**src/rtl/core/lsbx_pkg.sv**
```systemverilog
// Package: shared types and constants of the LSB extractor.
package lsbx_pkg;

  // Default header length of the image file in bytes.
  localparam int unsigned HeaderBytesDef = 54;
  // Header counter width, wide enough for any header length up to 63.
  localparam int unsigned HdrCntW = 6;

  // Field widths.
  localparam int unsigned MagicW = 16;
  localparam int unsigned LenW   = 32;
  localparam int unsigned ByteW  = 8;
  localparam int unsigned BitCntW = 5;

  // Configuration port.
  localparam int unsigned ApbAddrW = 3;
  localparam int unsigned ApbDataW = 32;
  localparam logic [ApbAddrW-1:0] RegAddrMagic = 3'd0;

  // Token queue depth.
  localparam int unsigned FifoDepth = 2;
  localparam int unsigned FifoPtrW  = $clog2(FifoDepth);
  localparam int unsigned FifoCntW  = $clog2(FifoDepth + 1);

  // Result kinds.
  typedef enum logic [1:0] {
    KindExt  = 2'd0,
    KindData = 2'd1,
    KindErr  = 2'd2
  } lsbx_kind_e;

  // Parse phases after the header.
  typedef enum logic [2:0] {
    PhMagic  = 3'd0,
    PhExtLen = 3'd1,
    PhExt    = 3'd2,
    PhDLen   = 3'd3,
    PhData   = 3'd4,
    PhIdle   = 3'd5
  } lsbx_phase_e;

  // One payload bit handed from front to back.
  typedef struct packed {
    logic lsb;
    logic restart;
  } lsbx_tok_t;

endpackage

```
**src/rtl/core/lsbx_if.sv**
```systemverilog
// Interfaces: input word channel and result word channel.
interface lsbx_in_if;
  import lsbx_pkg::*;
  logic             valid;
  logic             ready;
  logic [ByteW-1:0] pixel_byte;
  logic             image_start;

  modport source (output valid, output pixel_byte, output image_start, input ready);
  modport sink   (input valid, input pixel_byte, input image_start, output ready);
endinterface

interface lsbx_out_if;
  import lsbx_pkg::*;
  logic             valid;
  logic             ready;
  logic [1:0]       result_kind;
  logic [ByteW-1:0] out_byte;
  logic             last_of_field;

  modport source (output valid, output result_kind, output out_byte, output last_of_field,
                  input ready);
  modport sink   (input valid, input result_kind, input out_byte, input last_of_field,
                  output ready);
endinterface

```
**src/rtl/core/lsbx_front.sv**
```systemverilog
// Front end: accepts image words, skips the header, forwards payload bits.
module lsbx_front
  import lsbx_pkg::*;
#(
  parameter int unsigned HEADER_BYTES = HeaderBytesDef
) (
  input  logic       clk_i,
  input  logic       rst_ni,
  lsbx_in_if.sink    in_s,
  input  logic       tok_full_i,
  output logic       tok_push_o,
  output lsbx_tok_t  tok_o
);

  logic [HdrCntW-1:0] hdr_cnt_q, hdr_cnt_d;
  logic               restart_q, restart_d;
  logic               accept;
  logic [HdrCntW-1:0] cnt_eff;
  logic               rst_eff;

  assign in_s.ready = !tok_full_i;
  assign accept     = in_s.valid && in_s.ready;

  // Apply an image start before classifying the word.
  assign cnt_eff = in_s.image_start ? '0 : hdr_cnt_q;
  assign rst_eff = in_s.image_start || restart_q;

  // Count header words, forward the rest as payload bits.
  always_comb begin
    hdr_cnt_d  = hdr_cnt_q;
    restart_d  = restart_q;
    tok_push_o = 1'b0;
    tok_o.lsb     = in_s.pixel_byte[0];
    tok_o.restart = rst_eff;
    if (accept) begin
      restart_d = rst_eff;
      hdr_cnt_d = cnt_eff;
      if (cnt_eff < HdrCntW'(HEADER_BYTES)) begin
        hdr_cnt_d = cnt_eff + 1'b1;
      end else begin
        tok_push_o = 1'b1;
        restart_d  = 1'b0;
      end
    end
  end

  always_ff @(posedge clk_i or negedge rst_ni) begin
    if (!rst_ni) begin
      hdr_cnt_q <= '0;
      restart_q <= 1'b1;
    end else begin
      hdr_cnt_q <= hdr_cnt_d;
      restart_q <= restart_d;
    end
  end

endmodule

```
**src/rtl/core/lsbx_fifo.sv**
```systemverilog
// Short token queue between front and back end.
module lsbx_fifo
  import lsbx_pkg::*;
(
  input  logic      clk_i,
  input  logic      rst_ni,
  input  logic      push_i,
  input  lsbx_tok_t data_i,
  output logic      full_o,
  input  logic      pop_i,
  output logic      empty_o,
  output lsbx_tok_t data_o
);

  lsbx_tok_t              mem_q [FifoDepth];
  logic [FifoPtrW-1:0]    wr_ptr_q, rd_ptr_q;
  logic [FifoCntW-1:0]    cnt_q;

  assign full_o  = (cnt_q == FifoCntW'(FifoDepth));
  assign empty_o = (cnt_q == '0);
  assign data_o  = mem_q[rd_ptr_q];

  // Store pushed tokens.
  always_ff @(posedge clk_i) begin
    if (push_i) begin
      mem_q[wr_ptr_q] <= data_i;
    end
  end

  // Advance pointers and occupancy.
  always_ff @(posedge clk_i or negedge rst_ni) begin
    if (!rst_ni) begin
      wr_ptr_q <= '0;
      rd_ptr_q <= '0;
      cnt_q    <= '0;
    end else begin
      if (push_i) begin
        wr_ptr_q <= (wr_ptr_q == FifoPtrW'(FifoDepth - 1)) ? '0 : wr_ptr_q + 1'b1;
      end
      if (pop_i) begin
        rd_ptr_q <= (rd_ptr_q == FifoPtrW'(FifoDepth - 1)) ? '0 : rd_ptr_q + 1'b1;
      end
      if (push_i && !pop_i) begin
        cnt_q <= cnt_q + 1'b1;
      end else if (pop_i && !push_i) begin
        cnt_q <= cnt_q - 1'b1;
      end
    end
  end

endmodule

```
**src/rtl/core/lsbx_back.sv**
```systemverilog
// Back end: gathers payload bits into magic, lengths and bytes, emits results.
module lsbx_back
  import lsbx_pkg::*;
(
  input  logic              clk_i,
  input  logic              rst_ni,
  input  logic [MagicW-1:0] magic_word_i,
  input  logic              tok_empty_i,
  input  lsbx_tok_t         tok_i,
  output logic              tok_pop_o,
  lsbx_out_if.source        out_m
);

  lsbx_phase_e        phase_q, phase_d, ph_eff;
  logic [BitCntW-1:0] bit_cnt_q, bit_cnt_d, bc_eff;
  logic [LenW-1:0]    shift_q, shift_d, sh_eff, sh_new;
  logic [LenW-1:0]    remain_q, remain_d, remain_dec;
  logic               out_valid_q, out_valid_d;
  lsbx_kind_e         kind_q, kind_d;
  logic [ByteW-1:0]   byte_q, byte_d;
  logic               last_q, last_d;
  logic               emit;

  assign tok_pop_o = !tok_empty_i && (!out_valid_q || out_m.ready);

  // Restart the parse on the first bit of a new image.
  assign ph_eff     = tok_i.restart ? PhMagic : phase_q;
  assign bc_eff     = tok_i.restart ? '0 : bit_cnt_q;
  assign sh_eff     = tok_i.restart ? '0 : shift_q;
  assign sh_new     = sh_eff | (LenW'(tok_i.lsb) << bc_eff);
  assign remain_dec = remain_q - 1'b1;

  // Phase register.
  always_ff @(posedge clk_i or negedge rst_ni) begin
    if (!rst_ni) begin
      phase_q     <= PhMagic;
      bit_cnt_q   <= '0;
      shift_q     <= '0;
      remain_q    <= '0;
      out_valid_q <= 1'b0;
    end else begin
      phase_q     <= phase_d;
      bit_cnt_q   <= bit_cnt_d;
      shift_q     <= shift_d;
      remain_q    <= remain_d;
      out_valid_q <= out_valid_d;
    end
  end

  // Hold the result word.
  always_ff @(posedge clk_i) begin
    if (emit) begin
      kind_q <= kind_d;
      byte_q <= byte_d;
      last_q <= last_d;
    end
  end

  // Next phase and result.
  always_comb begin
    phase_d   = phase_q;
    bit_cnt_d = bit_cnt_q;
    shift_d   = shift_q;
    remain_d  = remain_q;
    emit      = 1'b0;
    kind_d    = KindErr;
    byte_d    = '0;
    last_d    = 1'b0;
    if (tok_pop_o) begin
      phase_d   = ph_eff;
      bit_cnt_d = bc_eff + 1'b1;
      shift_d   = sh_new;
      unique case (ph_eff)
        PhMagic: begin
          if (bc_eff == BitCntW'(MagicW - 1)) begin
            bit_cnt_d = '0;
            shift_d   = '0;
            if (sh_new[MagicW-1:0] != magic_word_i) begin
              phase_d = PhIdle;
              emit    = 1'b1;
            end else begin
              phase_d = PhExtLen;
            end
          end
        end
        PhExtLen, PhDLen: begin
          if (bc_eff == BitCntW'(LenW - 1)) begin
            bit_cnt_d = '0;
            shift_d   = '0;
            remain_d  = sh_new;
            if (ph_eff == PhExtLen) begin
              phase_d = (sh_new != '0) ? PhExt : PhDLen;
            end else begin
              phase_d = (sh_new != '0) ? PhData : PhIdle;
            end
          end
        end
        PhExt, PhData: begin
          if (bc_eff == BitCntW'(ByteW - 1)) begin
            bit_cnt_d = '0;
            shift_d   = '0;
            remain_d  = remain_dec;
            emit      = 1'b1;
            kind_d    = (ph_eff == PhExt) ? KindExt : KindData;
            byte_d    = sh_new[ByteW-1:0];
            last_d    = (remain_dec == '0);
            if (last_d) begin
              phase_d = (ph_eff == PhExt) ? PhDLen : PhIdle;
            end
          end
        end
        default: begin
          // Idle: drop bits until the next image.
          bit_cnt_d = bit_cnt_q;
          shift_d   = shift_q;
        end
      endcase
    end
    out_valid_d = (out_valid_q && !out_m.ready) || emit;
  end

  assign out_m.valid         = out_valid_q;
  assign out_m.result_kind   = kind_q;
  assign out_m.out_byte      = byte_q;
  assign out_m.last_of_field = last_q;

endmodule

```
**src/rtl/core/lsb_stego_stream_extractor_top.sv**
```systemverilog
// Top level: LSB extractor with APB register port, front end, token queue, back end.
// Throughput: one image word per cycle, sustained, under no output stall.
// A result word is registered: the image word that completes it is written into the token
// queue when accepted, and the back end pops it from there and loads its output register.
// Reset: asynchronous, active low; clears the magic register and starts a new image parse.
module lsb_stego_stream_extractor_top
  import lsbx_pkg::*;
#(
  parameter int unsigned HEADER_BYTES = HeaderBytesDef
) (
  input  logic                clk_i,
  input  logic                rst_ni,
  lsbx_in_if.sink             in_s,
  lsbx_out_if.source          out_m,
  input  logic                psel,
  input  logic                penable,
  input  logic                pwrite,
  input  logic [ApbAddrW-1:0] paddr,
  input  logic [ApbDataW-1:0] pwdata,
  output logic [ApbDataW-1:0] prdata,
  output logic                pready
);

  logic [MagicW-1:0] magic_q;
  logic              tok_push, tok_pop, tok_full, tok_empty;
  lsbx_tok_t         tok_in, tok_out;

  // Configuration register.
  assign pready = 1'b1;
  assign prdata = (paddr == RegAddrMagic) ? ApbDataW'(magic_q) : '0;

  always_ff @(posedge clk_i or negedge rst_ni) begin
    if (!rst_ni) begin
      magic_q <= '0;
    end else if (psel && penable && pwrite && (paddr == RegAddrMagic)) begin
      magic_q <= pwdata[MagicW-1:0];
    end
  end

  lsbx_front #(
    .HEADER_BYTES(HEADER_BYTES)
  ) u_front (
    .clk_i      (clk_i),
    .rst_ni     (rst_ni),
    .in_s       (in_s),
    .tok_full_i (tok_full),
    .tok_push_o (tok_push),
    .tok_o      (tok_in)
  );

  lsbx_fifo u_fifo (
    .clk_i   (clk_i),
    .rst_ni  (rst_ni),
    .push_i  (tok_push),
    .data_i  (tok_in),
    .full_o  (tok_full),
    .pop_i   (tok_pop),
    .empty_o (tok_empty),
    .data_o  (tok_out)
  );

  lsbx_back u_back (
    .clk_i        (clk_i),
    .rst_ni       (rst_ni),
    .magic_word_i (magic_q),
    .tok_empty_i  (tok_empty),
    .tok_i        (tok_out),
    .tok_pop_o    (tok_pop),
    .out_m        (out_m)
  );

endmodule

```
**src/flat_wrapper.sv**
```systemverilog
// flat-port wrapper written by rule: the top's interface ports become plain ports
module lsb_stego_stream_extractor_top_flat import lsbx_pkg::*;
#(
  parameter int unsigned HEADER_BYTES = HeaderBytesDef
)
  (clk_i, rst_ni, psel, penable, pwrite, paddr, pwdata, prdata, pready, in_s_valid, in_s_pixel_byte, in_s_image_start, in_s_ready, out_m_valid, out_m_result_kind, out_m_out_byte, out_m_last_of_field, out_m_ready);
  lsbx_in_if in_s_i ();
  lsbx_out_if out_m_i ();
  input  logic clk_i;
  input  logic rst_ni;
  input  logic psel;
  input  logic penable;
  input  logic pwrite;
  input  logic [ApbAddrW-1:0] paddr;
  input  logic [ApbDataW-1:0] pwdata;
  output logic [ApbDataW-1:0] prdata;
  output logic pready;
  input wire logic [$bits(in_s_i.valid)-1:0] in_s_valid;
  input wire logic [$bits(in_s_i.pixel_byte)-1:0] in_s_pixel_byte;
  input wire logic [$bits(in_s_i.image_start)-1:0] in_s_image_start;
  output wire logic [$bits(in_s_i.ready)-1:0] in_s_ready;
  output wire logic [$bits(out_m_i.valid)-1:0] out_m_valid;
  output wire logic [$bits(out_m_i.result_kind)-1:0] out_m_result_kind;
  output wire logic [$bits(out_m_i.out_byte)-1:0] out_m_out_byte;
  output wire logic [$bits(out_m_i.last_of_field)-1:0] out_m_last_of_field;
  input wire logic [$bits(out_m_i.ready)-1:0] out_m_ready;
  assign in_s_i.valid = in_s_valid;
  assign in_s_i.pixel_byte = in_s_pixel_byte;
  assign in_s_i.image_start = in_s_image_start;
  assign in_s_ready = in_s_i.ready;
  assign out_m_valid = out_m_i.valid;
  assign out_m_result_kind = out_m_i.result_kind;
  assign out_m_out_byte = out_m_i.out_byte;
  assign out_m_last_of_field = out_m_i.last_of_field;
  assign out_m_i.ready = out_m_ready;
  lsb_stego_stream_extractor_top #(.HEADER_BYTES(HEADER_BYTES)) u_core (.clk_i(clk_i), .rst_ni(rst_ni), .in_s(in_s_i), .out_m(out_m_i), .psel(psel), .penable(penable), .pwrite(pwrite), .paddr(paddr), .pwdata(pwdata), .prdata(prdata), .pready(pready));
endmodule
```
**config.mk**
```make
export PLATFORM = sky130hd
export DESIGN_NAME = lsb_stego_stream_extractor_top_flat
export DESIGN_NICKNAME = d
export VERILOG_FILES = /design/src/rtl/core/lsbx_pkg.sv /design/src/rtl/core/lsbx_if.sv /design/src/rtl/core/lsbx_front.sv /design/src/rtl/core/lsbx_fifo.sv /design/src/rtl/core/lsbx_back.sv /design/src/rtl/core/lsb_stego_stream_extractor_top.sv /design/src/flat_wrapper.sv
export SDC_FILE = /design/constraint.sdc
export NUM_CORES = 1
export LEC_CHECK = 0
export BUFFER_PORTS_ARGS = -buffer_cell sky130_fd_sc_hd__buf_2
export CAP_MARGIN = 0
export CORE_MARGIN = 10
export CORE_UTILIZATION = 58
export DETAILED_ROUTE_END_ITERATION = 16
export GPL_TIMING_DRIVEN = 0
export PLACE_DENSITY = 0.84
export SETUP_SLACK_MARGIN = 0.5
export SYNTH_ARGS = -nofsm -noshare
export SYNTH_HDL_FRONTEND = slang
export SYNTH_SLANG_ARGS = --single-unit
```
**constraint.sdc**
```tcl
create_clock -name clk_i -period 5.7 [get_ports clk_i]
set_input_delay 1.14 -clock clk_i [delete_from_list [all_inputs] [get_ports clk_i]]
set_output_delay 1.14 -clock clk_i [all_outputs]
set_load 0.01 [all_outputs]
```
# ---- Word-level counts from Yosys, hierarchy flattened
# Memories as Yosys holds them, arrays and structs flattened.
# Cells that the tools add are included.
# W data, S select, Z words.
dict set report word_totals {
  ff_bits 111
  ram_bits 4
  out_inout_bits 46
  elab_cells 108
  memories 1
}
dict set report classes {
  n_addsub 7
  n_lt_le_gt_ge 1
  n_eq_ne 11
  shifts 1
  n_mux 42
  bitwise_logic 1
  n_reduce_logical 30
}
# name depth width rd rd_clocked_by_memory_dff write_ports line
set memory_table {}
lappend memory_table {u_core.u_fifo.mem_q 2 2 1 0 1 lsbx_fifo.sv:15} ;# lsbx_tok_t mem_q [FifoDepth];
# op count
set op_table {}
lappend op_table {{$mux W32} 6}
lappend op_table {{$pmux W32 S3} 1}
lappend op_table {{$pmux W32 S2} 1}
lappend op_table {{$logic_not A32 Y1} 1}
lappend op_table {{$or A32 B32 Y32} 1}
lappend op_table {{$reduce_bool A32 Y1} 1}
lappend op_table {{$shl A1 B5 Y32} 1}
lappend op_table {{$sub A32 B1 Y32 const B} 1}
lappend op_table {{$mux W3} 8}
lappend op_table {{$mux W5} 4}
lappend op_table {{$mux W16} 1}
lappend op_table {{$ne A16 B16 Y1} 1}
lappend op_table {{$pmux W5 S3} 1}
lappend op_table {{$mux W1} 14}
lappend op_table {{$mux W6} 2}
lappend op_table {{$pmux W3 S3} 1}
lappend op_table {{$logic_and A1 B1 Y1} 8}
lappend op_table {{$add A6 B1 Y6 const B} 1}
lappend op_table {{$eq A3 B2 Y1 const B} 2}
lappend op_table {{$logic_not A1 Y1} 6}
lappend op_table {{$logic_not A3 Y1} 2}
lappend op_table {{$lt A6 B6 Y1 const B} 1}
lappend op_table {{$add A5 B1 Y5 const B} 1}
lappend op_table {{$eq A5 B3 Y1 const B} 1}
lappend op_table {{other kinds (19)} 26}

# ---- Depth between registers and ports, before layout
# An unclocked memory read counts as a cell.
dict set report logic_depth {
  depth_word 10
  ltp_mapped 16
  depth_no_buf 11
}

# ---- Modules after synthesis
# From an unflattened synthesis, not the netlist that was laid out.
dict set report hier_totals {
  cells_unflattened 756
  area_unflattened_um2 6910.4
}
# module n_inst cells_each area_per_inst_um2 seq_area_each_um2
set modules_own_cells {}
lappend modules_own_cells {lsbx_back 1 612 5230.0 2157.1}
lappend modules_own_cells {lsb_stego_stream_extractor_top 1 72 867.1 400.4}
lappend modules_own_cells {lsbx_front 1 50 481.7 176.4}
lappend modules_own_cells {lsbx_fifo 1 22 331.6 220.2}

# ---- Worst setup path after synthesis
# Ideal clock, no wire load.
dict set report synth_path {
  kind {flip-flop to flip-flop}
  startpoint {reg u_core.u_fifo.rd_ptr_q}
  endpoint {reg u_core.u_back.last_q, in the netlist u_core.u_back.out_m.last_of_field, enable pin}
  setup_time_ps 394
  arrival_time_ps 3773
  t_required_ps 5306
  path_slack_ps 1533
  path_stages_with_launch 14
  period_less_slack_ps 4167
  cell_sequence {dfrtp_1 -> clkbuf_1 -> mux2i_1 -> buf_2 -> buf_1 -> clkbuf_1 -> and2_1 -> ha_1 -> nand3_1 -> nor2_1 -> ha_1 -> o21ai_0 -> or2_2 -> o21ai_0}
}
dict set report synth_via {
  elab_chain_len 9
  elab_cells_between_ends 18
}
# element line
set synth_rtl {}
lappend synth_rtl {{start, declared} lsbx_fifo.sv:16} ;# logic [FifoPtrW-1:0] wr_ptr_q, rd_ptr_q;
lappend synth_rtl {{start signal, assigned} lsbx_fifo.sv:41} ;# rd_ptr_q <= (rd_ptr_q == FifoPtrW'(FifoDepth - 1)) ? '0 : rd_ptr_q + 1'b1;
lappend synth_rtl {{$mem_v2 Z2 W2 *} n/a}
lappend synth_rtl {{$mux W5} lsbx_back.sv:28} ;# assign bc_eff = tok_i.restart ? '0 : bit_cnt_q;
lappend synth_rtl {{$shl A1 B5 Y32} lsbx_back.sv:30} ;# assign sh_new = sh_eff | (LenW'(tok_i.lsb) << bc_eff);
lappend synth_rtl {{$or A32 B32 Y32} lsbx_back.sv:30}
lappend synth_rtl {{$ne A16 B16 Y1} lsbx_back.sv:78} ;# if (sh_new[MagicW-1:0] != magic_word_i) begin
lappend synth_rtl {{$mux W1} lsbx_back.sv:78}
lappend synth_rtl {{$mux W1} lsbx_back.sv:75} ;# if (bc_eff == BitCntW'(MagicW - 1)) begin
lappend synth_rtl {{$pmux W1 S2 *} lsbx_back.sv:73} ;# unique case (ph_eff)
lappend synth_rtl {{$mux W1 *} lsbx_back.sv:69} ;# if (tok_pop_o) begin
lappend synth_rtl {{net u_core.u_back.emit} lsbx_back.sv:22} ;# logic emit;
lappend synth_rtl {{end signal, assigned} lsbx_back.sv:55} ;# last_q <= last_d;
lappend synth_rtl {{end, declared} lsbx_back.sv:21} ;# logic last_q, last_d;
# Mark *: on every way through the listed nets, which the timed path passes. The rest lies on a longest branch.
# A chain may end at the register's enable or synchronous reset.

# ---- Final worst setup path
dict set report layout_path {
  startpoint {reg u_core.u_fifo.rd_ptr_q}
  endpoint {reg u_core.u_back.byte_q[2], in the netlist u_core.u_back.out_m.out_byte[2], enable pin}
}
dict set report layout_via {
  elab_chain_len 9
  elab_cells_between_ends 18
}
# element line
set layout_rtl {}
lappend layout_rtl {{$mem_v2 Z2 W2 *} n/a}
lappend layout_rtl {{$mux W5} lsbx_back.sv:28}
lappend layout_rtl {{$shl A1 B5 Y32} lsbx_back.sv:30}
lappend layout_rtl {{$or A32 B32 Y32} lsbx_back.sv:30}
lappend layout_rtl {{$ne A16 B16 Y1} lsbx_back.sv:78}
lappend layout_rtl {{$mux W1} lsbx_back.sv:78}
lappend layout_rtl {{$mux W1} lsbx_back.sv:75}
lappend layout_rtl {{$pmux W1 S2 *} lsbx_back.sv:73}
lappend layout_rtl {{$mux W1 *} lsbx_back.sv:69}
lappend layout_rtl {{net u_core.u_back.emit} lsbx_back.sv:22}
lappend layout_rtl {{end signal, assigned} lsbx_back.sv:54} ;# byte_q <= byte_d;
lappend layout_rtl {{end, declared} lsbx_back.sv:20} ;# logic [ByteW-1:0] byte_q, byte_d;
# Marked as above.

==> out/summary.md <==
### Die
• 0.588 — Initial Util
• 16900 um^2 — Die ar.
• 130 um — Die Ht
• 11900 um^2 — total core area
• 97 — count of boundary I/O pins
• 40 — row count
• 130 um — die outline width

### Clock network
• 2 — maximum clock insertion buffer count
• 50 ps — Reg clk slew, reported paths
• 115 — clock net sink count
• 430 ps — clock latency of the later-clocked register in the worst-skew pair
• 0 — Hold Buf Count CTS
• 4 — H-tree levels
• yes — clock tree from TritonCTS
• 17 — clock buffer count from CTS
• 0 — # Post-CTS Setup Buffers
• sky130_fd_sc_hd__clkbuf_16 — clock tree root driver cell

### Placement
• 14900 um — hpwl dp
• 469 ps — Setup WS pre-CTS
• 55 — Port Buffers
• 0.988 — routability congestion estimate

### Route
• 21500 um — DRT Wirelength
• 0 — DRC errors left
• 6.62 — via count normalized by instance count
• 1176 — Detailed Route Iter0 Violations
• 0 — number of nets still failing antenna checks after routing
• 6 — number of iterations in the first detailed-routing pass
• 6794 — total number of vias
• 21.0 um — mean routed wirelength per cell

### Global route
• 1 — initial antenna violation count
• 0.258 — Tot GR Track Use
• 6373 — via count of the first global-routing pass
• 70 — pin count of the biggest net entering global routing
• 34000 um — global-route wire length before repair
• 0 — remaining global-route overflow

### Timing
• 4940 ps — min Tclk post-route
• false — RSZ-0062 raised after global routing
• 1290 ps — pin slew with the least headroom to its limit
• 202 MHz — Peak Freq
• 757 ps — minimum setup slack in the final design
• 9.28 ps — clock skew after layout
• 0.130 — relative slew slack
• 0.867 — ratio of final minimum period to clock period
• 0 — number of failing hold endpoints at the final stage
• 0 — number of setup violations in the final report
• 0 ps — final setup TNS
• 0 — final number of max-transition violations

### Synthesis
• 15 — Post-synth EDFFs
• 0 — Yosys warning count
• 0.870 — FFs w/ async S/R, synth
• sky130_fd_sc_hd__dfrtp_1 — most common flop cell mapped by yosys
• 0.422 — sequential share of the synthesized area
• 9.02 um^2 — synthesized area per cell
• 7010 um^2 — synthesized cell area
• 68 — Synth cell types
• 0.354 — top cell type's share of synthesized area
• 777 — number of standard cells after synthesis
• sky130_fd_sc_hd__dfrtp_1 — dominant cell type by area after synthesis
• 115 — synthesis-stage register bit count
• sky130_fd_sc_hd__dfrtp_1 (35%), sky130_fd_sc_hd__edfxtp_1 (6.4%), sky130_fd_sc_hd__o21ai_0 (5.1%) — cells taking the most area after synthesis

### Final layout
• sky130_fd_sc_hd__dfrtp_1 — most common cell after layout, fill and taps aside
• 0.162 — fraction of layout cells with a size suffix above 1
• 16.4% — Area Overhead vs Synth
• sky130_fd_sc_hd__dfrtp_1 (99), sky130_fd_sc_hd__o21ai_0 (71), sky130_fd_sc_hd__nand2_1 (63), sky130_fd_sc_hd__buf_2 (58), sky130_fd_sc_hd__nor2_1 (55) — most frequent cells in the layout
• 926 — post-layout net count

### Pwr
• 336 nW/um^2 — power density relative to cell area
• 3.31 nW — leakage power
• 0.311 mV — Max rail drop VDD

### Setup path
• 5750 ps — Worst Path Required
• 760 ps — setup slack of the worst register-to-register path
• u_core.u_fifo.rd_ptr_q — reg-to-reg critical path startpoint
• u_core.u_back.out_m.out_byte[2] — endpoint of the lowest-slack register-to-register path
• 12 — R2R depth
• 5000 ps — data arrival time of the critical path
• reg -> reg — worst setup path category
• register — Worst setup SP type
• 11 — peak fanout along the critical path
• u_core.u_fifo.rd_ptr_q — worst setup path startpoint
• register — crit path capture type

### Min path
• u_core.u_front.hdr_cnt_q[0] — HP Start
• 2 — cell count of the worst hold path
• u_core.u_front.hdr_cnt_q[0] — hold endpoint
• reg -> reg — class of the tightest hold or removal check

### Status
• completed — run status

### Job
• 0 — maximum capacitance violations

-- kinds of logic (layout without fill, tap and decap cells) --
logic type,after synthesis,in the layout,synth area share
and+or+nand+nor,290,290,0.222
AOI/OAI and AO/OA,230,230,0.216
DFF,115,115,0.422
buffers and inverters,83,170,0.0554
xor gates and xnor gates,26,26,0.0325
muxes,23,23,0.0364
adders and majority gates,8,8,0.0143
other,2,18,0.00107
-- registers in the layout, summed over array words and instances, names as in the netlist --
register / flops
u_core.magic_q: 16
u_core.u_front.restart_q: 1
u_core.u_back.remain_q: 32
u_core.u_back.shift_q: 32
u_core.u_back.phase_q: 3
u_core.u_back.out_m.valid: 1
u_core.u_back.out_m.last_of_field: 1
u_core.u_fifo.cnt_q: 2
u_core.u_fifo.mem_q: 4
u_core.u_fifo.wr_ptr_q: 1
u_core.u_back.out_m.result_kind: 2
u_core.u_fifo.rd_ptr_q: 1
u_core.u_back.bit_cnt_q: 5
u_core.u_front.hdr_cnt_q: 6
u_core.u_back.out_m.out_byte: 8
-- worst max path at each step --
stage / endpoint / cells past startpoint
floorplan: u_core.u_back.out_m.last_of_field / 13
global placement: u_core.u_back.out_m.last_of_field / 13
detailed placement: u_core.u_back.out_m.out_byte[7] / 13
CTS: u_core.u_back.out_m.out_byte[7] / 12
global route: u_core.u_back.out_m.out_byte[3] / 13
finish: u_core.u_back.out_m.out_byte[2] / 12
-- critical path, cell delays in order (launching register included) --
cell and delay, ps:
sky130_fd_sc_hd__dfrtp_1 320, sky130_fd_sc_hd__clkbuf_1 340, sky130_fd_sc_hd__mux2i_1 570, sky130_fd_sc_hd__buf_2 340, sky130_fd_sc_hd__buf_1 370, sky130_fd_sc_hd__clkbuf_1 480, sky130_fd_sc_hd__and2_1 230, sky130_fd_sc_hd__ha_1 230
sky130_fd_sc_hd__nand2_1 100, sky130_fd_sc_hd__or3_1 430, sky130_fd_sc_hd__or2_2 350, sky130_fd_sc_hd__clkbuf_1 250, sky130_fd_sc_hd__o21ai_1 550
-- layout make-up --
type                    instances  area [um^2]
fillers                       953         3760
multi-input cells             594         3720
flip-flops and latches        115         2950
clock buffers                  23          499
plain buffers                  73          350
repair buffers                 56          305
well taps                     147          184
clock inverters                 8         98.8
inverters                      10         37.5
diodes                          1         2.50
-- power breakdown --
group          internal (mW)  leakage, nW  switching, mW
clock                  0.698        0.290          0.379
sequential             0.906         1.39         0.0652
combinational          0.228         1.63          0.465
-- repair_timing --
item | 4_1_cts | 5_1_grt
endpoints found under the setup margin | 11 | 0
gates resized for setup | 1 | 0
hold endpoints to repair | 0 | 0
-- metal layers --
metal,up-vias,global-route usage,part of all wire
li1,3031,-,-
met1,3168,0.325,0.39
met3,110,0.0913,0.12
met4,0,0.149,0.055
met2,485,0.375,0.43
met5,-,0,0
-- synth_stat cells (6+ instances only) --
| cell | n |
|---|---|
| sky130_fd_sc_hd__and2_1 | 28 |
| sky130_fd_sc_hd__a32o_1 | 9 |
| sky130_fd_sc_hd__a32oi_1 | 10 |
| sky130_fd_sc_hd__xnor2_1 | 19 |
| sky130_fd_sc_hd__o21ai_0 | 72 |
| sky130_fd_sc_hd__nand3b_1 | 6 |
| sky130_fd_sc_hd__nor3_1 | 21 |
| sky130_fd_sc_hd__nand2b_1 | 7 |
| sky130_fd_sc_hd__nand3_1 | 17 |
| sky130_fd_sc_hd__or4_1 | 9 |
| sky130_fd_sc_hd__nor4_1 | 17 |
| sky130_fd_sc_hd__or2_2 | 6 |
| sky130_fd_sc_hd__o22ai_1 | 6 |
| sky130_fd_sc_hd__clkbuf_1 | 47 |
| sky130_fd_sc_hd__nor2b_1 | 18 |
| sky130_fd_sc_hd__edfxtp_1 | 15 |
| sky130_fd_sc_hd__dfrtp_1 | 99 |
| sky130_fd_sc_hd__or3_1 | 10 |
| sky130_fd_sc_hd__a22o_1 | 36 |
| sky130_fd_sc_hd__inv_1 | 9 |
| sky130_fd_sc_hd__a31oi_1 | 12 |
| sky130_fd_sc_hd__xor2_1 | 7 |
| sky130_fd_sc_hd__a21oi_1 | 49 |
| sky130_fd_sc_hd__nor4b_1 | 7 |
| sky130_fd_sc_hd__ha_1 | 8 |
| sky130_fd_sc_hd__nand4_1 | 10 |
| sky130_fd_sc_hd__nor2_1 | 55 |
| sky130_fd_sc_hd__nand2_1 | 63 |
| sky130_fd_sc_hd__buf_4 | 17 |
| sky130_fd_sc_hd__mux2_2 | 20 |
-- through the flow --
step	instances	power, mW	instance area [um^2]	hold slack, ps	utilization
2_1_floorplan	792	1.42	7060	442	-
3_3_place_gp	994	1.64	7520	463	0.631
3_5_place_dp	995	1.65	7550	464	0.634
4_1_cts	1026	2.72	8150	475	0.684
5_1_grt	1026	2.84	8150	498	0.684
6_report	1027	2.74	8150	472	0.684
(Power assumes the default switching activity.)
